File: config.mk
export PLATFORM = sky130hd
export DESIGN_NAME = fbe_ctrl
export DESIGN_NICKNAME = d
export VERILOG_FILES = /design/src/sv/fbe_pkg.sv /design/src/sv/fbe_ctrl.sv
export SDC_FILE = /design/constraint.sdc
export NUM_CORES = 1
export LEC_CHECK = 0
export BUFFER_PORTS_ARGS = -buffer_cell sky130_fd_sc_hd__buf_2
export CAP_MARGIN = 40
export CORE_AREA = 2 2 39 41
export CTS_BUF_LIST = sky130_fd_sc_hd__clkbuf_4 sky130_fd_sc_hd__clkbuf_8 sky130_fd_sc_hd__clkbuf_16
export CTS_CLUSTER_DIAMETER = 100
export DETAILED_ROUTE_END_ITERATION = 8
export DIE_AREA = 0 0 41 43
export GPL_ROUTABILITY_DRIVEN = 0
export GPL_TIMING_DRIVEN = 1
export PLACE_DENSITY = 0.54
export SLEW_MARGIN = 15
export SYNTH_ARGS = -nofsm -noshare
export SYNTH_HDL_FRONTEND = slang
export SYNTH_SLANG_ARGS = --single-unit
File: constraint.sdc
create_clock -name clk -period 2.7 [get_ports clk]
set_input_delay 0.27 -clock clk [delete_from_list [all_inputs] [get_ports clk]]
set_output_delay 0.27 -clock clk [all_outputs]
set_load 0.03 [all_outputs]
File: src/sv/fbe_pkg.sv
// Shared operation codes and controller/datapath link types for the framebuffer engine.
package fbe_pkg;

  typedef logic [2:0] func_t;

  localparam func_t OP_SET_PIXEL   = 3'd0;
  localparam func_t OP_CLEAR_PIXEL = 3'd1;
  localparam func_t OP_WRITE_BYTE  = 3'd2;
  localparam func_t OP_INVERT_BYTE = 3'd3;
  localparam func_t OP_CLEAR_ALL   = 3'd4;
  localparam func_t OP_READ_BYTE   = 3'd5;

  typedef struct packed {
    logic load;        // latch the accepted item
    logic write_item;  // write the modified byte back
    logic sweep;       // zero one byte at the sweep index and advance
    logic out_load;    // move the read byte into the result register
  } fbe_cmd_t;

  typedef struct packed {
    logic item_ok;     // incoming item addresses a byte inside the store
    logic out_busy;    // result register holds an item not taken this cycle
    logic sweep_last;  // sweep index is at the last byte
  } fbe_sts_t;

endpackage

File: src/sv/fbe_ctrl.sv
// Controller state machine: sequences read-modify-write, reads and store sweeps.
module fbe_ctrl (
  input  logic             clk,
  input  logic             rst,
  input  logic             in_valid,
  input  fbe_pkg::func_t   in_func,
  output logic             in_ready,
  input  fbe_pkg::fbe_sts_t sts,
  output fbe_pkg::fbe_cmd_t cmd
);

  localparam logic [2:0] ST_SWEEP  = 3'd0;
  localparam logic [2:0] ST_IDLE   = 3'd1;
  localparam logic [2:0] ST_READ   = 3'd2;
  localparam logic [2:0] ST_MODIFY = 3'd3;
  localparam logic [2:0] ST_LOAD   = 3'd4;

  logic [2:0] state;
  logic [2:0] state_next;
  logic       is_read;
  logic       accept;

  assign in_ready = (state == ST_IDLE);
  assign accept   = in_valid && in_ready;

  always_ff @(posedge clk) begin
    if (rst) begin
      state <= ST_SWEEP;
    end else begin
      state <= state_next;
    end
  end

  always_ff @(posedge clk) begin
    if (accept) begin
      is_read <= (in_func == fbe_pkg::OP_READ_BYTE);
    end
  end

  always_comb begin
    state_next = state;
    cmd        = '0;
    unique case (state)
      ST_SWEEP: begin
        cmd.sweep = 1'b1;
        if (sts.sweep_last) begin
          state_next = ST_IDLE;
        end
      end
      ST_IDLE: begin
        if (accept) begin
          cmd.load = 1'b1;
          case (in_func) inside
            fbe_pkg::OP_SET_PIXEL, fbe_pkg::OP_CLEAR_PIXEL,
            fbe_pkg::OP_WRITE_BYTE, fbe_pkg::OP_INVERT_BYTE: begin
              // out-of-range modifies are dropped here
              if (sts.item_ok) begin
                state_next = ST_READ;
              end
            end
            fbe_pkg::OP_READ_BYTE: state_next = ST_READ;
            fbe_pkg::OP_CLEAR_ALL: state_next = ST_SWEEP;
            default:               state_next = ST_IDLE;
          endcase
        end
      end
      ST_READ: begin
        state_next = is_read ? ST_LOAD : ST_MODIFY;
      end
      ST_MODIFY: begin
        cmd.write_item = 1'b1;
        state_next     = ST_IDLE;
      end
      ST_LOAD: begin
        // hold until the result register is free
        if (!sts.out_busy) begin
          cmd.out_load = 1'b1;
          state_next   = ST_IDLE;
        end
      end
      default: state_next = ST_SWEEP;
    endcase
  end

endmodule

* Yosys cells after proc, flatten, opt, wreduce, memory -nomap -nowiden
Index checks and enable logic that the tools add are counted.
** Storage, ports and cells
- Register bits after elaboration :: 4
- Word-level logic and storage cells :: 35
- Input bits :: 9
- Output and inout bits :: 5
** Cells by class
- Mux-type cells :: 15
- Reduce and logical (&&, ||, !) cells :: 5
- Equal/unequal tests :: 13
** Operators by type and width (count)
- 3-bit 2-to-1 mux :: 6
- 3-bit one-hot mux with 5 select lines :: 1
- 3-bit by 2-bit equality test with 1-bit output, second input constant :: 4
- 3-bit equality test, second input constant :: 3
- 1-bit 2-to-1 mux :: 7
- 3-bit by 1-bit equality test with 1-bit output, second input constant :: 2
- 3-bit zero test :: 2
- 2-bit inequality test, second input constant :: 2
- 4-bit AND reduction :: 1
- 4-bit OR reduction :: 1
- 3-bit inequality test, second input constant :: 1
- 2-bit 2-to-1 mux :: 1
- 2-bit by 1-bit inequality test with 1-bit output, second input constant :: 1
- 1-bit logical AND :: 1

* Depth between registers and ports, before layout
- Word-level depth :: 6
- Gate-level depth with buffers :: 4

* Least setup slack after synthesis
No wires, ideal clock.
- Kind :: reg2out
- Start point :: register state[0]
- End point :: output port cmd[3] (netlist bit)
- Required time :: 2.430 ns
- Stages on the path, launching flop included :: 5
- Slack :: 1.106 ns
- Data arrival time :: 1.324 ns
- Path buffers :: 2
- Cells stage by stage :: dfxtp_1 > buf_6 > nor3b_2 > and2_1 > buf_4
** RTL lines
- start, declared :: RTL line fbe_ctrl.sv:18 : logic [2:0] state;
- start signal, assigned :: RTL line fbe_ctrl.sv:30 : state <= state_next;
- end, declared :: RTL line fbe_ctrl.sv:9 : output fbe_pkg::fbe_cmd_t cmd

==> impl_metrics.ini <==
[final_layout]
drive_above_1_share_pct = 45.1
nNetsFinal = 61
fin_util_pct = 30.7
syn2layout_area_growth_pct = 25.0
diodes = 0

[setup_path]
cpPeakStageDelay_ns = 0.53
ff2ff_path_depth = 2
cp_num_buf_inv = 1
rrSetupSlack_ns = 1.41
crit_type = register to output port
path_cells = nor3b_2 > and2_1 > buf_2
arrival_ns = 1.44
r2r-end = is_read
cp.required_ns = 2.43
cp-start-kind = register
critPathSlowestCell = dfxtp_1
worstPathMaxFanout = 10
critPathCaptureType = output port
critPathTopFamily = flip-flops
r2r-start = state[0]

[clock_tree]
post_cts_buffers = 0
hold_buffers = 0
clkTransAtPathRegs_ns = 0.04
clock_latency_ns = 0.24
cts_tree = done
cts_inserted_buffers = 3
cts.path.max_buffers = 2
cts_sinks = 4
htree_levels = 1
cts_resized = 0
root_buffer = clkbuf_4

[global_route]
gr-total-overflow = 0
grt_pass1_wl_microns = 1080
grtUsageTotal_pct = 9.44
grt_pass1_vias = 280
grt_max_degree = 12
antenna_found_initial = 0

[power_and_ir_drop]
p_seq_share_pct = 29.9
p_int_uw = 220
swShare_pct = 44.7
comb_power_share_pct = 46.7
p_sw_uw = 178
powerDensity_nw_per_um2 = 934
p_leak_uw = 0.000194
vdd_drop_max_mv = 0.357
pwr-share-clk_pct = 23.4

[synth]
netlist_area_sq_um = 340
syn_inst = 37
synth_edf_count = 1
synth-seq-cells = 4
synthFlopType = dfxtp_1
async_reset_ff_share_pct = 0
ys_top_cells_by_count = 4 x inv_1, 3 x and2_1, 3 x dfxtp_1, 3 x nor2_1
yosysWarnings = 0
syn_nets = 46
synth.distinct_cells = 25
yosys-top-cells-area = dfxtp_1 18%, edfxtp_1 8.8%, nor4b_4 7.0%
syn-mean-instance-area_sq_um = 9.20
synth_area_leader_cell = dfxtp_1
seq_area_frac_synth_pct = 26.5
synth.most_common_cell = inv_1
synth_top_area_share_pct = 17.6

[routing]
dr.pass1.iters = 4
wl_microns = 678
vias = 309
drtAntennaViolNets = 0
drtIter0Drc = 4
remaining_drc_errors = 0
vias_per_cell = 4.61
wl_per_cell_microns = 10.1

[worst_hold_path]
hp-start = rst
min_delay_worst_endpoint = state[2]
hold_path_depth = 2
hold_class = input pin to register

[floorplan]
ios = 14
core_area_sq_um = 1380
fp-row-count = 14
die-width_microns = 41
initial_core_util_pct = 24.6
dieArea_sq_um = 1760
die_h_microns = 43

[timing]
fin_hold_ws_ns = 0.249
fin_crit_ns = 1.71
setup_slack_ns = 0.989
rsz0062_at_grt = no
setup_viol = 0
slew_violations = 0
hold_viol = 0
fmax_ghz = 0.584
worst_pin_slew_ns = 0.391
slew_headroom_pct = 73.9
fin_crit_sh_pct = 63.4
finClkSkew_ns = 0.0108
setup_tns_ns = 0

[job]
cap_violations = 0

[placement]
place_ws_ns = 1.24
io_buffers = 13
hpwl_microns = 534

[status]
outcome = finished clean
==> worst max-delay path by stage <==
stage	cells after the start	end	slack [ns]	start
2_1_floorplan	4	cmd[3]	1.11	state[0]
3_3_place_gp	3	cmd[3]	1.28	state[0]
3_5_place_dp	3	cmd[3]	1.24	state[0]
4_1_cts	3	cmd[3]	0.97	state[0]
5_1_grt	3	cmd[3]	0.88	state[0]
6_report	3	cmd[3]	0.99	state[0]
==> area by class of cell <==
| cell class | instances | area [sq um] |
|---|---|---|
| Clock buffer | 4 | 30.0 |
| Inverter | 4 | 15.0 |
| Tap cell | 16 | 20.0 |
| Sequential cell | 4 | 90.1 |
| Timing Repair Buffer | 13 | 65.1 |
| Fill cell | 158 | 958 |
| Multi-Input combinational cell | 26 | 205 |
==> sequential cells by signal, summed over array words and instances (netlist names) <==
signal	cells
is_read	1
state	3
==> stage by stage <==
stage / power [uW] / instance area [sq um] / instances
2_1_floorplan: 284 / 340 / 37
3_3_place_gp: 305 / 395 / 63
3_5_place_dp: 306 / 395 / 63
4_1_cts: 404 / 425 / 67
5_1_grt: 431 / 425 / 67
6_report: 397 / 425 / 67
==> power groups by stage <==
stage | clock, uW | combinational [uW] | sequential (uW)
after floorplan | 0 | 194 | 90.5
after global routing | 106 | 202 | 123
final | 93.1 | 186 | 119
after global placement | 0 | 186 | 118
after CTS | 98.6 | 187 | 119
after detailed placement | 0 | 187 | 120
==> routing by layer <==
layer | vias up | track usage (%) | share of wire (%)
met1 | 135 | 10.9 | 49
li1 | 161 | - | -
met4 | 0 | 6.00 | 0
met2 | 13 | 13.1 | 44
met3 | 0 | 4.71 | 7.2
met5 | - | 0 | 0
==> worst register-to-register path, delay by kind of cell, from the launching register on <==
family / cells / cell delay (ns)
flip-flops: 1 / 0.53
AND/OR/NAND/NOR: 2 / 0.48
==> cells by family after synthesis <==
family	share of synthesized area, %
buffers and inverters	13.2
and+or+nand+nor	36.4
AOI/OAI and AO/OA	23.9
DFF	26.5
==> placed cells by master (no fill, tap or decap), types with 2 or more instances in the layout <==
master / count
buf_2: 13
inv_1: 4
clkbuf_4: 4
and2_1: 3
nor2_1: 3
dfxtp_1: 3
nor3_1: 2
o21ai_0: 2
Power figures use the tool's default switching activity.
